`src/design/assert_macros.svh`:
```
// Assertion macros shared by the battery reading supervisor RTL.
// Needs nothing else; included by the files that carry assertions.
`ifndef ASSERT_MACROS_SVH
`define ASSERT_MACROS_SVH

// Consequent must hold in the same cycle as the antecedent.
`define BRS_ASSERT_SAME(label, clk, rst, ante, cons, msg) \
  label: assert property (@(posedge clk) disable iff (rst) (ante) |-> (cons)) \
    else $error(msg);

// Consequent must hold in the cycle after the antecedent.
`define BRS_ASSERT_NEXT(label, clk, rst, ante, cons, msg) \
  label: assert property (@(posedge clk) disable iff (rst) (ante) |=> (cons)) \
    else $error(msg);

`endif

```
`src/design/brs_pkg.sv`:
```
// Package of the battery reading supervisor: widths, codes, payload types
// and the two fixed-point charge curves. Depends on nothing.
`default_nettype none

package brs_pkg;

  localparam int MV_W       = 13;
  localparam int SOC_W      = 10;
  localparam int CTX_W      = 3;
  localparam int CAP_W      = 3;
  localparam int CFG_IDX_W  = 3;
  localparam int CFG_DATA_W = 13;

  // Status codes of charge, voltage and context.
  localparam logic [1:0] ST_VALID    = 2'd0;
  localparam logic [1:0] ST_UNKNOWN  = 2'd1;
  localparam logic [1:0] ST_NA       = 2'd2;
  localparam logic [1:0] ST_FALLBACK = 2'd3;

  // Charger context codes.
  localparam logic [CTX_W-1:0] CTX_UNKNOWN      = 3'd0;
  localparam logic [CTX_W-1:0] CTX_NOT_CHARGING = 3'd1;
  localparam logic [CTX_W-1:0] CTX_CHARGING     = 3'd2;
  localparam logic [CTX_W-1:0] CTX_CHARGED      = 3'd3;
  localparam logic [CTX_W-1:0] CTX_DISCHARGING  = 3'd4;
  localparam logic [CTX_W-1:0] CTX_FAULT        = 3'd5;
  localparam logic [CTX_W-1:0] CTX_DISCONNECTED = 3'd6;
  localparam logic [CTX_W-1:0] CTX_NA           = 3'd7;

  // Power modes.
  localparam logic [1:0] MODE_NORMAL   = 2'd0;
  localparam logic [1:0] MODE_CONSERVE = 2'd1;
  localparam logic [1:0] MODE_CRITICAL = 2'd2;
  localparam logic [1:0] MODE_SURVIVAL = 2'd3;

  // Configuration register indexes.
  localparam logic [CFG_IDX_W-1:0] REG_CAPABILITY   = 3'd0;
  localparam logic [CFG_IDX_W-1:0] REG_NORMAL_MIN   = 3'd1;
  localparam logic [CFG_IDX_W-1:0] REG_CONSERVE_MIN = 3'd2;
  localparam logic [CFG_IDX_W-1:0] REG_CRITICAL_MIN = 3'd3;
  localparam logic [CFG_IDX_W-1:0] REG_DISCOVERY_MIN = 3'd4;
  localparam logic [CFG_IDX_W-1:0] REG_POWERDOWN_MIN = 3'd5;
  localparam logic [CFG_IDX_W-1:0] REG_FULL_VOLTAGE = 3'd6;

  // Register reset values.
  localparam logic [CAP_W-1:0] RST_CAPABILITY    = 3'd5;
  localparam logic [SOC_W-1:0] RST_NORMAL_MIN    = 10'd600;
  localparam logic [SOC_W-1:0] RST_CONSERVE_MIN  = 10'd400;
  localparam logic [SOC_W-1:0] RST_CRITICAL_MIN  = 10'd200;
  localparam logic [SOC_W-1:0] RST_DISCOVERY_MIN = 10'd500;
  localparam logic [SOC_W-1:0] RST_POWERDOWN_MIN = 10'd300;
  localparam logic [MV_W-1:0]  RST_FULL_VOLTAGE  = 13'd4150;

  // Voltage window and charge limits.
  localparam logic [MV_W-1:0]  MV_MIN        = 13'd3000;
  localparam logic [MV_W-1:0]  MV_MAX        = 13'd4500;
  localparam logic [MV_W-1:0]  MV_EMPTY_SUSP = 13'd3450;
  localparam logic [SOC_W-1:0] SOC_FULL      = 10'd1000;

  typedef struct packed {
    logic [MV_W-1:0]  voltage_mv;
    logic             voltage_missing;
    logic [SOC_W-1:0] gauge_soc;
    logic             gauge_missing;
    logic [CTX_W-1:0] charger_state;
  } in_item_t;

  typedef struct packed {
    logic [SOC_W-1:0] soc_tenths;
    logic [1:0]       soc_status;
    logic [MV_W-1:0]  battery_mv;
    logic [1:0]       battery_mv_status;
    logic [CTX_W-1:0] battery_context;
    logic [1:0]       context_status;
    logic [1:0]       power_mode;
    logic             allow_discovery;
    logic             allow_powerdown;
    logic             reduced_retry;
    logic             long_sleep;
    logic             soc_from_fallback;
  } out_item_t;

  typedef struct packed {
    logic [CAP_W-1:0] capability_flags;
    logic [SOC_W-1:0] normal_min_soc;
    logic [SOC_W-1:0] conserve_min_soc;
    logic [SOC_W-1:0] critical_min_soc;
    logic [SOC_W-1:0] discovery_min_soc;
    logic [SOC_W-1:0] powerdown_min_soc;
    logic [MV_W-1:0]  full_voltage_mv;
  } cfg_t;

  // A classified sample as it travels from the front to the back.
  typedef struct packed {
    logic [SOC_W-1:0] soc;
    logic [1:0]       soc_st;
    logic [MV_W-1:0]  mv;
    logic [1:0]       mv_st;
    logic [CTX_W-1:0] ctx;
    logic [1:0]       ctx_st;
    logic             susp;
    logic [SOC_W-1:0] cons_soc;
  } cls_t;

  // Truncating division by three for values up to 600, by reciprocal.
  function automatic logic [SOC_W-1:0] div3(input logic [SOC_W-1:0] x);
    logic [19:0] p;
    p = 20'(x) * 20'd683;
    return 10'(p[19:11]);
  endfunction

  // Charge estimate from voltage when there is no gauge.
  function automatic logic [SOC_W-1:0] curve_soc(input logic [MV_W-1:0] mv);
    logic [MV_W-1:0] d;
    logic [SOC_W-1:0] r;
    d = '0;
    if (mv <= 13'd3300) begin
      r = '0;
    end else if (mv <= 13'd3600) begin
      d = mv - 13'd3300;
      r = div3(10'(d << 1));
    end else if (mv <= 13'd3800) begin
      d = mv - 13'd3600;
      r = 10'(13'd200 + (d << 1));
    end else if (mv <= 13'd4000) begin
      d = mv - 13'd3800;
      r = 10'(13'd600 + (13'(d * 13'd5) >> 2));
    end else if (mv <= 13'd4200) begin
      d = mv - 13'd4000;
      r = 10'(13'd850 + (13'(d * 13'd3) >> 2));
    end else begin
      r = SOC_FULL;
    end
    return r;
  endfunction

  // Conservative fallback estimate from voltage.
  function automatic logic [SOC_W-1:0] cons_curve(input logic [MV_W-1:0] mv);
    logic [MV_W-1:0] d;
    logic [SOC_W-1:0] r;
    d = '0;
    if (mv <= 13'd3500) begin
      r = 10'd100;
    end else if (mv >= 13'd4180) begin
      r = 10'd980;
    end else if (mv <= 13'd3700) begin
      d = mv - 13'd3500;
      r = 10'(13'd100 + (13'(d * 13'd3) >> 1));
    end else if (mv <= 13'd3850) begin
      d = mv - 13'd3700;
      r = 10'(10'd400 + div3(10'(d << 2)));
    end else if (mv <= 13'd4000) begin
      d = mv - 13'd3850;
      r = 10'(10'd600 + div3(10'(d << 2)));
    end else if (mv <= 13'd4100) begin
      d = mv - 13'd4000;
      r = 10'(13'd800 + d);
    end else begin
      d = mv - 13'd4100;
      r = 10'(13'd900 + d);
    end
    return r;
  endfunction

endpackage

`default_nettype wire

```
`src/design/brs_sample_if.sv`:
```
// Sample channel of the battery reading supervisor: valid, ready, payload.
// Depends on brs_pkg.
`default_nettype none

interface brs_sample_if;
  logic              valid;
  logic              ready;
  brs_pkg::in_item_t data;

  modport source (output valid, output data, input ready);
  modport sink (input valid, input data, output ready);
endinterface

`default_nettype wire

```
`src/design/brs_reading_if.sv`:
```
// Reading channel of the battery reading supervisor: valid, ready, payload.
// Depends on brs_pkg.
`default_nettype none

interface brs_reading_if;
  logic               valid;
  logic               ready;
  brs_pkg::out_item_t data;

  modport source (output valid, output data, input ready);
  modport sink (input valid, input data, output ready);
endinterface

`default_nettype wire

```
`src/design/brs_front.sv`:
```
// Front of the supervisor: accepts a sample and classifies it without state.
// Depends on brs_pkg and brs_sample_if.
`default_nettype none

module brs_front (
  input  brs_pkg::cfg_t cfg,
  brs_sample_if.sink    samples,
  input  logic          q_full,
  output logic          push,
  output brs_pkg::cls_t cls
);
  import brs_pkg::*;

  logic has_gauge, has_adc, has_ctx, has_meas;
  logic mv_ok, soc_nan, full, charged, odd;
  in_item_t s;

  assign samples.ready = !q_full;
  assign push          = samples.valid && !q_full;
  assign s             = samples.data;

  assign has_gauge = cfg.capability_flags[0];
  assign has_adc   = cfg.capability_flags[1];
  assign has_ctx   = cfg.capability_flags[2];
  assign has_meas  = has_gauge || has_adc;

  always_comb begin
    mv_ok = !s.voltage_missing && s.voltage_mv >= MV_MIN && s.voltage_mv <= MV_MAX;

    // Voltage.
    if (mv_ok) begin
      cls.mv    = s.voltage_mv;
      cls.mv_st = ST_VALID;
    end else if (has_meas) begin
      cls.mv    = s.voltage_missing ? '0 : s.voltage_mv;
      cls.mv_st = ST_UNKNOWN;
    end else begin
      cls.mv    = '0;
      cls.mv_st = ST_NA;
    end

    // Charge.
    if (has_gauge) begin
      cls.soc    = s.gauge_missing ? '0 : s.gauge_soc;
      soc_nan    = s.gauge_missing;
      cls.soc_st = (!s.gauge_missing && s.gauge_soc <= SOC_FULL) ? ST_VALID : ST_UNKNOWN;
    end else if (has_adc && mv_ok) begin
      cls.soc    = curve_soc(s.voltage_mv);
      soc_nan    = 1'b0;
      cls.soc_st = ST_VALID;
    end else begin
      cls.soc    = '0;
      soc_nan    = 1'b1;
      cls.soc_st = ST_NA;
    end

    // Charger context.
    if (has_ctx) begin
      cls.ctx    = (s.charger_state inside {[CTX_NOT_CHARGING:CTX_DISCONNECTED]})
                   ? s.charger_state : CTX_UNKNOWN;
      cls.ctx_st = (cls.ctx == CTX_UNKNOWN) ? ST_UNKNOWN : ST_VALID;
    end else begin
      cls.ctx    = CTX_NA;
      cls.ctx_st = ST_NA;
    end

    // An empty or full reading that voltage or charger state contradicts.
    full    = cls.mv_st == ST_VALID && cls.mv >= cfg.full_voltage_mv;
    charged = cls.ctx_st == ST_VALID && cls.ctx == CTX_CHARGED;
    odd     = cls.ctx_st != ST_VALID ||
              (cls.ctx inside {CTX_UNKNOWN, CTX_NOT_CHARGING, CTX_CHARGING,
                               CTX_DISCHARGING, CTX_FAULT});
    cls.susp = 1'b0;
    if (!soc_nan && cls.soc == '0) begin
      cls.susp = (cls.mv_st == ST_VALID && cls.mv > MV_EMPTY_SUSP) ||
                 (cls.ctx_st == ST_VALID &&
                  !(cls.ctx inside {CTX_DISCHARGING, CTX_FAULT, CTX_DISCONNECTED}));
    end else if (!soc_nan && cls.soc == SOC_FULL) begin
      cls.susp = !full && (odd || charged);
    end

    cls.cons_soc = cons_curve(cls.mv);
  end

endmodule

`default_nettype wire

```
`src/design/brs_queue.sv`:
```
// Short queue of classified samples between the front and the back.
// Depends on brs_pkg.
`default_nettype none

module brs_queue #(
  parameter int Depth = 2
) (
  input  logic          clk,
  input  logic          rst,
  input  logic          push,
  input  brs_pkg::cls_t push_data,
  input  logic          pop,
  output logic          full,
  output logic          head_valid,
  output brs_pkg::cls_t head,
  output logic [$clog2(Depth+1)-1:0] count
);
  import brs_pkg::*;

  localparam int PtrW   = (Depth > 1) ? $clog2(Depth) : 1;
  localparam int CountW = $clog2(Depth + 1);
  localparam logic [PtrW-1:0] LastPtr = PtrW'(Depth - 1);

  cls_t            slots [Depth];
  logic [PtrW-1:0] wr_ptr, rd_ptr;

  assign full       = count == CountW'(Depth);
  assign head_valid = count != '0;
  assign head       = slots[rd_ptr];

  always_ff @(posedge clk) begin
    if (push) begin
      slots[wr_ptr] <= push_data;
    end
  end

  always_ff @(posedge clk) begin
    if (rst) begin
      wr_ptr <= '0;
      rd_ptr <= '0;
      count  <= '0;
    end else begin
      if (push) begin
        wr_ptr <= (wr_ptr == LastPtr) ? '0 : wr_ptr + 1'b1;
      end
      if (pop) begin
        rd_ptr <= (rd_ptr == LastPtr) ? '0 : rd_ptr + 1'b1;
      end
      if (push && !pop) begin
        count <= count + 1'b1;
      end else if (pop && !push) begin
        count <= count - 1'b1;
      end
    end
  end

endmodule

`default_nettype wire

```
`src/design/brs_back.sv`:
```
// Back of the supervisor: fallback from last-known-good values, power policy
// and the output register. Depends on brs_pkg and brs_reading_if.
`default_nettype none

module brs_back (
  input  logic          clk,
  input  logic          rst,
  input  brs_pkg::cfg_t cfg,
  input  logic          head_valid,
  input  brs_pkg::cls_t head,
  output logic          pop,
  brs_reading_if.source readings
);
  import brs_pkg::*;

  logic [SOC_W-1:0] good_soc;
  logic             good_soc_valid;
  logic [MV_W-1:0]  good_voltage;
  logic             good_voltage_valid;
  logic [CTX_W-1:0] good_context;

  logic             out_valid;
  out_item_t        out_data;
  out_item_t        res;

  logic             trig, used_fb, usable;
  logic [SOC_W-1:0] soc;
  logic [1:0]       soc_st;

  assign pop            = head_valid && (!out_valid || readings.ready);
  assign readings.valid = out_valid;
  assign readings.data  = out_data;

  always_comb begin
    trig    = head.soc_st == ST_UNKNOWN || head.susp;
    used_fb = 1'b0;
    soc     = head.soc;
    soc_st  = head.soc_st;
    res.battery_mv        = head.mv;
    res.battery_mv_status = head.mv_st;
    res.battery_context   = head.ctx;
    res.context_status    = head.ctx_st;

    if (trig) begin
      if (good_soc_valid) begin
        soc     = good_soc;
        soc_st  = ST_FALLBACK;
        used_fb = 1'b1;
      end else if (head.mv_st == ST_VALID) begin
        soc     = head.cons_soc;
        soc_st  = ST_FALLBACK;
        used_fb = 1'b1;
      end
      if (head.mv_st == ST_UNKNOWN && good_voltage_valid) begin
        res.battery_mv        = good_voltage;
        res.battery_mv_status = ST_FALLBACK;
      end
      if (head.ctx_st == ST_UNKNOWN && good_context != CTX_UNKNOWN) begin
        res.battery_context = good_context;
        res.context_status  = ST_FALLBACK;
      end
      // A measurement was there, but neither a stored nor an estimated
      // value could stand in for it.
      if (!used_fb) begin
        soc_st = ST_UNKNOWN;
      end
    end

    usable = soc_st == ST_VALID || soc_st == ST_FALLBACK;

    res.power_mode      = MODE_SURVIVAL;
    res.allow_discovery = 1'b0;
    res.allow_powerdown = 1'b0;
    if (usable) begin
      if (soc >= cfg.normal_min_soc) begin
        res.power_mode = MODE_NORMAL;
      end else if (soc >= cfg.conserve_min_soc) begin
        res.power_mode = MODE_CONSERVE;
      end else if (soc >= cfg.critical_min_soc) begin
        res.power_mode = MODE_CRITICAL;
      end
      res.allow_discovery = (soc_st == ST_VALID && soc >= cfg.discovery_min_soc) ||
                            (soc_st == ST_FALLBACK && soc >= cfg.normal_min_soc);
      res.allow_powerdown = soc_st == ST_VALID && soc >= cfg.powerdown_min_soc;
    end

    res.soc_tenths        = usable ? soc : '0;
    res.soc_status        = soc_st;
    res.reduced_retry     = res.power_mode == MODE_CRITICAL ||
                            res.power_mode == MODE_SURVIVAL;
    res.long_sleep        = res.reduced_retry;
    res.soc_from_fallback = used_fb;
  end

  always_ff @(posedge clk) begin
    if (rst) begin
      out_valid          <= 1'b0;
      good_soc           <= '0;
      good_soc_valid     <= 1'b0;
      good_voltage       <= '0;
      good_voltage_valid <= 1'b0;
      good_context       <= CTX_UNKNOWN;
    end else begin
      if (pop) begin
        out_valid <= 1'b1;
      end else if (readings.ready) begin
        out_valid <= 1'b0;
      end
      if (pop) begin
        if (head.soc_st == ST_VALID && !head.susp) begin
          good_soc       <= head.soc;
          good_soc_valid <= 1'b1;
        end
        if (head.mv_st == ST_VALID) begin
          good_voltage       <= head.mv;
          good_voltage_valid <= 1'b1;
        end
        if (head.ctx_st == ST_VALID) begin
          good_context <= head.ctx;
        end
      end
    end
  end

  always_ff @(posedge clk) begin
    if (pop) begin
      out_data <= res;
    end
  end

endmodule

`default_nettype wire

```
`src/design/battery_reading_supervisor_unit.sv`:
```
// Top level of the battery reading supervisor: configuration registers,
// front, queue and back. Depends on brs_pkg, both channel interfaces,
// brs_front, brs_queue, brs_back and assert_macros.svh.
//
//   Channel    Direction  Handshake     Carries
//   samples    in         valid/ready   voltage, gauge charge, charger state
//   readings   out        valid/ready   cleaned reading and power policy
//   cfg_*      in         write enable  seven configuration registers
//
// One sample per clock is sustained while readings is ready; once its sample
// is accepted, a reading passes through the queue, then the output register.
// The back stage resolves fallbacks against the last-known-good registers
// once per cycle. Reset is synchronous; no clearing pass.
// When readings stalls, the queue soaks up QueueDepth samples before
// samples.ready drops.
`default_nettype none
`include "assert_macros.svh"

module battery_reading_supervisor_unit #(
  parameter int QueueDepth = 2
) (
  input  logic clk,
  input  logic rst,
  brs_sample_if.sink    samples,
  brs_reading_if.source readings,
  input  logic                               cfg_we,
  input  logic [brs_pkg::CFG_IDX_W-1:0]      cfg_index,
  input  logic [brs_pkg::CFG_DATA_W-1:0]     cfg_data
);
  import brs_pkg::*;

  localparam int CountW = $clog2(QueueDepth + 1);

  cfg_t              cfg;
  cls_t              cls, head;
  logic              push, pop, q_full, head_valid;
  logic [CountW-1:0] q_count;

  // Configuration registers. The user must write them only while the block is idle,
  // so both halves may read them combinationally; the block does not enforce it.
  always_ff @(posedge clk) begin
    if (rst) begin
      cfg.capability_flags  <= RST_CAPABILITY;
      cfg.normal_min_soc    <= RST_NORMAL_MIN;
      cfg.conserve_min_soc  <= RST_CONSERVE_MIN;
      cfg.critical_min_soc  <= RST_CRITICAL_MIN;
      cfg.discovery_min_soc <= RST_DISCOVERY_MIN;
      cfg.powerdown_min_soc <= RST_POWERDOWN_MIN;
      cfg.full_voltage_mv   <= RST_FULL_VOLTAGE;
    end else if (cfg_we) begin
      case (cfg_index)
        REG_CAPABILITY:    cfg.capability_flags  <= cfg_data[CAP_W-1:0];
        REG_NORMAL_MIN:    cfg.normal_min_soc    <= cfg_data[SOC_W-1:0];
        REG_CONSERVE_MIN:  cfg.conserve_min_soc  <= cfg_data[SOC_W-1:0];
        REG_CRITICAL_MIN:  cfg.critical_min_soc  <= cfg_data[SOC_W-1:0];
        REG_DISCOVERY_MIN: cfg.discovery_min_soc <= cfg_data[SOC_W-1:0];
        REG_POWERDOWN_MIN: cfg.powerdown_min_soc <= cfg_data[SOC_W-1:0];
        REG_FULL_VOLTAGE:  cfg.full_voltage_mv   <= cfg_data[MV_W-1:0];
        default: begin
        end
      endcase
    end
  end

  // The front classifies each transaction on the samples channel with no
  // dependence on history; it waits only when the queue is full.
  brs_front u_front (
    .cfg     (cfg),
    .samples (samples),
    .q_full  (q_full),
    .push    (push),
    .cls     (cls)
  );

  brs_queue #(
    .Depth (QueueDepth)
  ) u_queue (
    .clk        (clk),
    .rst        (rst),
    .push       (push),
    .push_data  (cls),
    .pop        (pop),
    .full       (q_full),
    .head_valid (head_valid),
    .head       (head),
    .count      (q_count)
  );

  // The back applies fallbacks in order, updates the last-known-good
  // registers and holds each reading until its transaction completes.
  brs_back u_back (
    .clk        (clk),
    .rst        (rst),
    .cfg        (cfg),
    .head_valid (head_valid),
    .head       (head),
    .pop        (pop),
    .readings   (readings)
  );

  `BRS_ASSERT_SAME(a_fallback_status, clk, rst,
    readings.valid && readings.data.soc_from_fallback,
    readings.data.soc_status == ST_FALLBACK,
    "fallback flag set without fallback charge status")
  `BRS_ASSERT_SAME(a_absent_is_survival, clk, rst,
    readings.valid && readings.data.soc_status != ST_VALID &&
    readings.data.soc_status != ST_FALLBACK,
    readings.data.soc_tenths == '0 && readings.data.power_mode == MODE_SURVIVAL,
    "absent charge must read zero in survival mode")
  `BRS_ASSERT_SAME(a_ready_only_when_room, clk, rst,
    !samples.ready, q_count == CountW'(QueueDepth),
    "samples stalled while the queue has room")
  `BRS_ASSERT_NEXT(a_push_lands, clk, rst,
    samples.valid && samples.ready && q_count == '0, q_count != '0,
    "accepted sample did not enter the empty queue")

endmodule

`default_nettype wire
```
`src/flat_wrapper.sv`:
```
// flat-port wrapper written by rule: the top's interface ports become plain ports
module battery_reading_supervisor_unit_flat import brs_pkg::*;
#(
  parameter int QueueDepth = 2
)
  (clk, rst, cfg_we, cfg_index, cfg_data, samples_valid, samples_data, samples_ready, readings_valid, readings_data, readings_ready);
  brs_sample_if samples_i ();
  brs_reading_if readings_i ();
  input  logic clk;
  input  logic rst;
  input  logic cfg_we;
  input  logic [brs_pkg::CFG_IDX_W-1:0] cfg_index;
  input  logic [brs_pkg::CFG_DATA_W-1:0] cfg_data;
  input wire logic [$bits(samples_i.valid)-1:0] samples_valid;
  input wire logic [$bits(samples_i.data)-1:0] samples_data;
  output wire logic [$bits(samples_i.ready)-1:0] samples_ready;
  output wire logic [$bits(readings_i.valid)-1:0] readings_valid;
  output wire logic [$bits(readings_i.data)-1:0] readings_data;
  input wire logic [$bits(readings_i.ready)-1:0] readings_ready;
  assign samples_i.valid = samples_valid;
  assign samples_i.data = samples_data;
  assign samples_ready = samples_i.ready;
  assign readings_valid = readings_i.valid;
  assign readings_data = readings_i.data;
  assign readings_i.ready = readings_ready;
  battery_reading_supervisor_unit #(.QueueDepth(QueueDepth)) u_core (.clk(clk), .rst(rst), .samples(samples_i), .readings(readings_i), .cfg_we(cfg_we), .cfg_index(cfg_index), .cfg_data(cfg_data));
endmodule
```
`config.mk`:
```
export PLATFORM = sky130hd
export DESIGN_NAME = battery_reading_supervisor_unit_flat
export DESIGN_NICKNAME = d
export VERILOG_FILES = /design/src/design/brs_pkg.sv /design/src/design/brs_sample_if.sv /design/src/design/brs_reading_if.sv /design/src/design/brs_front.sv /design/src/design/brs_queue.sv /design/src/design/brs_back.sv /design/src/design/battery_reading_supervisor_unit.sv /design/src/flat_wrapper.sv
export VERILOG_INCLUDE_DIRS = /design/src /design/src/design
export SDC_FILE = /design/constraint.sdc
export NUM_CORES = 1
export LEC_CHECK = 0
export BUFFER_PORTS_ARGS = -buffer_cell sky130_fd_sc_hd__buf_2
export CORE_ASPECT_RATIO = 0.8
export CORE_MARGIN = 2
export CORE_UTILIZATION = 35
export DETAILED_ROUTE_END_ITERATION = 10
export PLACE_DENSITY = 0.53
export SLEW_MARGIN = 15
export SYNTH_ARGS = -nofsm -noshare
export SYNTH_HDL_FRONTEND = slang
export SYNTH_SLANG_ARGS = --single-unit
```
`constraint.sdc`:
```
create_clock -name clk -period 17.6 [get_ports clk]
set_input_delay 0.88 -clock clk [delete_from_list [all_inputs] [get_ports clk]]
set_output_delay 0.88 -clock clk [all_outputs]
set_load 0.01 [all_outputs]
```
Yosys cells after proc, flatten, opt, wreduce, memory -nomap -nowiden. Memory sizes are Yosys's and may differ from the RTL's. A register that Yosys moved wholly into a read port is not among the register bits. Index checks and enable logic that the tools add are counted.

Input port bits: 49. Memories kept: 1. RAM bits: 86. Flip-flop bits (word level): 137. Output and inout bits: 41. Logic and storage cells: 218.

Magnitude comparators: 23. Muxes and demuxes: 52. $add $sub $neg: 21. Reduce and logical (&&, ||, !) cells: 68. Multipliers: 6. Equality and inequality tests: 20.

Memory list: u_core.u_queue.slots (depth 2, bits a word 43, read ports 1, clocked after memory_dff 1, wr ports 1, RTL line brs_queue.sv:24) `cls_t slots [Depth];`.

Operators with widths (count): $mux W10 (15); $le A13 B12 Y1 const B (8); $ge A10 B10 Y1 (5); $mux W15 (3); $add A10 B10 Y10 const A (4); $le A13 B13 Y1 const B (3); $sub A13 B12 Y13 const B (3); $mul A8 B10 Y18 const B (2); $mux W12 (2); $logic_and A1 B1 Y1 (22); $mux W20 (1); $reduce_and A2 Y1 (10); $mul A9 B10 Y19 const B (1); $eq A3 B3 Y1 const B (6); $mux W1 (18); $mux W2 (8); $ge A13 B12 Y1 const B (1); $ge A13 B13 Y1 (1); $ge A13 B13 Y1 const B (1); $gt A13 B12 Y1 const B (1); $mul A13 B2 Y11 const B (1); $mul A13 B2 Y12 const B (1); $mul A13 B3 Y12 const B (1); $mux W13 (1); other kinds (32) (71).

Logic depth before layout (Yosys ltp).
Depth after elaboration: 14. Mapped depth: 38. Gate-level depth less buffers: 35.

By module. Synthesis repeated with hierarchy kept, for this count alone.

Cell total of the unflattened synthesis: 1960. Area total of the unflattened synthesis: 18934.4 µm².

By module, submodules not included: brs_front (cells an instance 1146, times used 1, area each 8871.0 µm², sequential area each 0.0 µm²); brs_back (cells an instance 406, times used 1, area each 4057.6 µm², sequential area each 1721.7 µm²); brs_queue (cells an instance 156, times used 1, area each 3311.9 µm², sequential area each 2682.6 µm²); battery_reading_supervisor_unit (cells an instance 252, times used 1, area each 2693.8 µm², sequential area each 1321.3 µm²).

Worst setup path after synthesis. Ideal clock, no wire load.

Kind: input-to-reg. From: input port samples_data[21]. To: memory u_core.u_queue.slots[0][8] (netlist name) (data pin). Arrival time: 8.381 ns. Stages on the path: 38. Library setup time: 0.262 ns. Slack: 8.956 ns. Cells stage by stage: buf_6 buf_2 inv_1 ha_1 clkbuf_1 o211ai_1 o211a_1 nor2_1 clkbuf_1 nand2_1 ha_1 nor3_1 xor2_1 ha_1 inv_1 fa_1 inv_1 fa_1 [2 not listed] inv_1 ha_1 a211oi_1 o21ai_0 o221a_2 o311a_1 nor3_1 nor2_1 ha_1 nor4bb_1 a211oi_1 o31ai_1 a211oi_1 o31ai_1 xor2_1 a21oi_1 a211oi_1 nor2_1.

RTL lines: from (decl) (RTL line flat_wrapper.sv:15) `input wire logic [$bits(samples_i.data)-1:0] samples_data;`; to (decl) (RTL line brs_queue.sv:24).

==> results.toml <==
[status]
status = "finished, final reports clean"

[critical_path]
path_max_fanout = 17
cp-start-kind = "input port"
cp.required_ns = 17.84
cpPeakStageDelay_ns = 0.69
crit_type = "input port to flip-flop"
cpMaxStageDelayCell = "nor2_1"
crit_path_end_kind = "flip-flop"
critPathArrivalTime_ns = 10.21

[placed_design]
place.gp.congestion = 0.9010
io_buffers = 89
hpwlAfterDp_um = 38200

[clocking]
cts_tree = "built"
clockRootBuffer = "clkbuf_16"
clk_latency_ns = 0.51
clock_path_buffers = 3
clk_pin_slew_worst_paths_ns = 0.06
cts_num_sinks = 224
htreeDepth = 1
cts_inserted_buffers = 23
post_cts.repair.setup_buffers = 0
cts_hold_buf = 0
ctsResizeCount = 0

[drt]
vias = 14130
firstDrtPassIters = 5
drc = 0
routed_wl_um = 49920
via_per_inst = 5.185
wire_per_inst_um = 18.32
antenna_left = 0
drt_iter0_markers = 791

[floorplan]
die_area_um2 = 53410
ios = 90
core_area_um2 = 51020
die_w_um = 257.9
start_util_pct = 35.38
rows = 74
die_height_um = 207.1

[worst_hold_path]
hp-class = "flip-flop to flip-flop"

[logic_synthesis]
yosysMostFrequentCell = "ha_1"
avgSynthCellArea_um2 = 9.208
yosys_warnings = 0
synth_top_cells_by_area = "edfxtp_1 21%, ha_1 18%, dfxtp_1 11%, fa_1 5.9%, inv_1 4.6%"
synth_top_area_share_pct = 20.63
synth_common_cells = "253 x ha_1, 222 x inv_1, 178 x nand2_1, 174 x nor2_1, 146 x a21oi_1"
synth_nets = 2315
ys_types = 85
synth-seq-area-share_pct = 31.72
ys_async_sr_fraction_pct = 0
netlist_area_um2 = 18050
yosysTopAreaCell = "edfxtp_1"
synth-edff-count = 124
yosys_most_used_dff = "edfxtp_1"
ys_ff_latch = 224
synthCells = 1960

[timing]
finalHoldViolCount = 0
fin_skew_ns = 0.01594
finalCritPeriodShare_pct = 56.66
report.final.slew_viol_count = 0
setup_viol = 0
tightest_slew_ns = 1.127
timing.setup.tns_ns = 0
period_minus_slack_ns = 9.971
max_freq_mhz = 100.3
hold_ws_ns = 0.4532
rsz0062_at_grt = "false"
slew_headroom_pct = 24.50

[power_and_ir_drop]
switchingPower_uw = 1225
switching_share_pct = 42.97
pwr-share-clk_pct = 16.3
sequentialPowerShare_pct = 25.1
max-vdd-ir-drop_mv = 0.07682
power.leakage_uw = 0.008682
powerDensity_nw_per_um2 = 143.2
p_int_uw = 1626
power.share.combinational_pct = 58.6

[layout]
n_antenna_cell = 0
fillers = 5160
seqCellArea_um2 = 5727
multi_input_area_um2 = 11250
fin_nets = 2379
drive_above_1_share_pct = 8.378
syn_to_final_growth_pct = 10.36

[grt]
grt_overflow = 0
antenna_found_initial = 0
grt_first_pass_wirelength_um = 79450
grt_max_degree = 64
gr-usage-all-layers_pct = 18.56
grt_pass1_vias = 14120

[job]
max-cap-violations = 0
[through the flow]
step,cell area (µm²),power (µW),util (%),setup slack [ns],instances
6_report,19920,2852,39.04,7.629,2725
5_1_grt,19920,3113,39.04,6.723,2725
4_1_cts,19910,2872,39.02,7.712,2725
3_5_place_dp,19200,2391,37.64,7.223,2683
3_3_place_gp,19200,2363,37.64,7.589,2683
2_1_floorplan,18050,1939,-,8.956,1960
[registers in the layout, indices dropped and copies added, names as in the netlist, named ones only]
name / flops
u_core.u_back.good_voltage_valid: 1
u_core.u_queue.slots: 86
u_core.u_back.readings.data: 38
u_core.u_back.good_context: 3
u_core.u_queue.count: 2
u_core.u_queue.wr_ptr: 1
u_core.cfg: 66
u_core.u_queue.rd_ptr: 1
u_core.u_back.good_soc_valid: 1
u_core.u_back.good_soc: 10
u_core.u_back.readings.valid: 1
u_core.u_back.good_voltage: 13
[metal layers]
layer | vias up | part of all wire (%) | GRT usage (%)
met1 | 6749 | 50 | 27.29
met3 | 71 | 4.9 | 2.190
met4 | 0 | 1.9 | 3.508
li1 | 6967 | - | -
met5 | - | 0 | 0
met2 | 342 | 44 | 29.35
[placed cells by master (no fill, tap or decap), drive strengths merged, types with 15 or more instances in the layout]
master    n
ha      253
inv     222
nand2   178
nor2    174
a21oi   146
edfxtp  124
buf     101
dfxtp   100
xnor2    83
o21ai    68
mux2i    56
fa       53
a21o     46
a211oi   44
nor3     37
clkbuf   31
xor2     30
nand3    27
nand2b   23
nor2b    17
and2     16
a211o    15
[worst paths after layout]
kind	startpoint	slack [ns]	to	depth (start not counted)
worst max-delay path	samples_data[20]	7.63	u_core.u_queue.slots[0][8]$_DFFE_PP_	36
worst min-delay path	u_core.cfg[41]$_SDFFE_PP0P_	0.45	u_core.cfg[41]$_SDFFE_PP0P_	2
worst max register to register	u_core.cfg[63]$_SDFFE_PP1P_	8.15	u_core.u_queue.slots[0][8]$_DFFE_PP_	33
worst min register to register	u_core.cfg[41]$_SDFFE_PP0P_	0.45	u_core.cfg[41]$_SDFFE_PP0P_	2
[cells by family (layout without fill, tap and decap cells)]
group / Yosys count / after routing / synth area share, %
AO/OA/AOI/OAI: 424 / 424 / 15.58
XOR/XNOR: 114 / 114 / 5.608
adder cells (fa/ha/maj): 307 / 307 / 23.47
buffers and inverters: 287 / 368 / 6.114
flip-flops: 224 / 224 / 31.72
multiplexers: 65 / 65 / 3.667
AND/OR/NAND/NOR: 539 / 539 / 13.83
[power by group through the flow]
stage / combinational, µW / sequential (µW) / clock (µW)
floorplan: 1200 / 742 / 0
global placement: 1640 / 725 / 0
detailed placement: 1660 / 728 / 0
CTS: 1680 / 718 / 478
global route: 1890 / 726 / 498
finish: 1670 / 716 / 464
[cell type report]
cell class / instances / area share, %
well taps: 684 / 4.297
inverters: 225 / 4.240
clock buffers: 31 / 3.141
flip-flops and latches: 224 / 28.75
multi-input cells: 1449 / 56.48
repair buffers: 101 / 2.689
clock inverters: 11 / 0.4020
[critical path: cells and delay by family]
kind / cells / cell delay [ns]
xor+xnor: 2 / 0.64
fa+ha+maj: 8 / 3.14
simple gates: 7 / 1.95
buf+inv: 7 / 1.08
compound gates: 12 / 2.50
(Power assumes the default switching activity.)
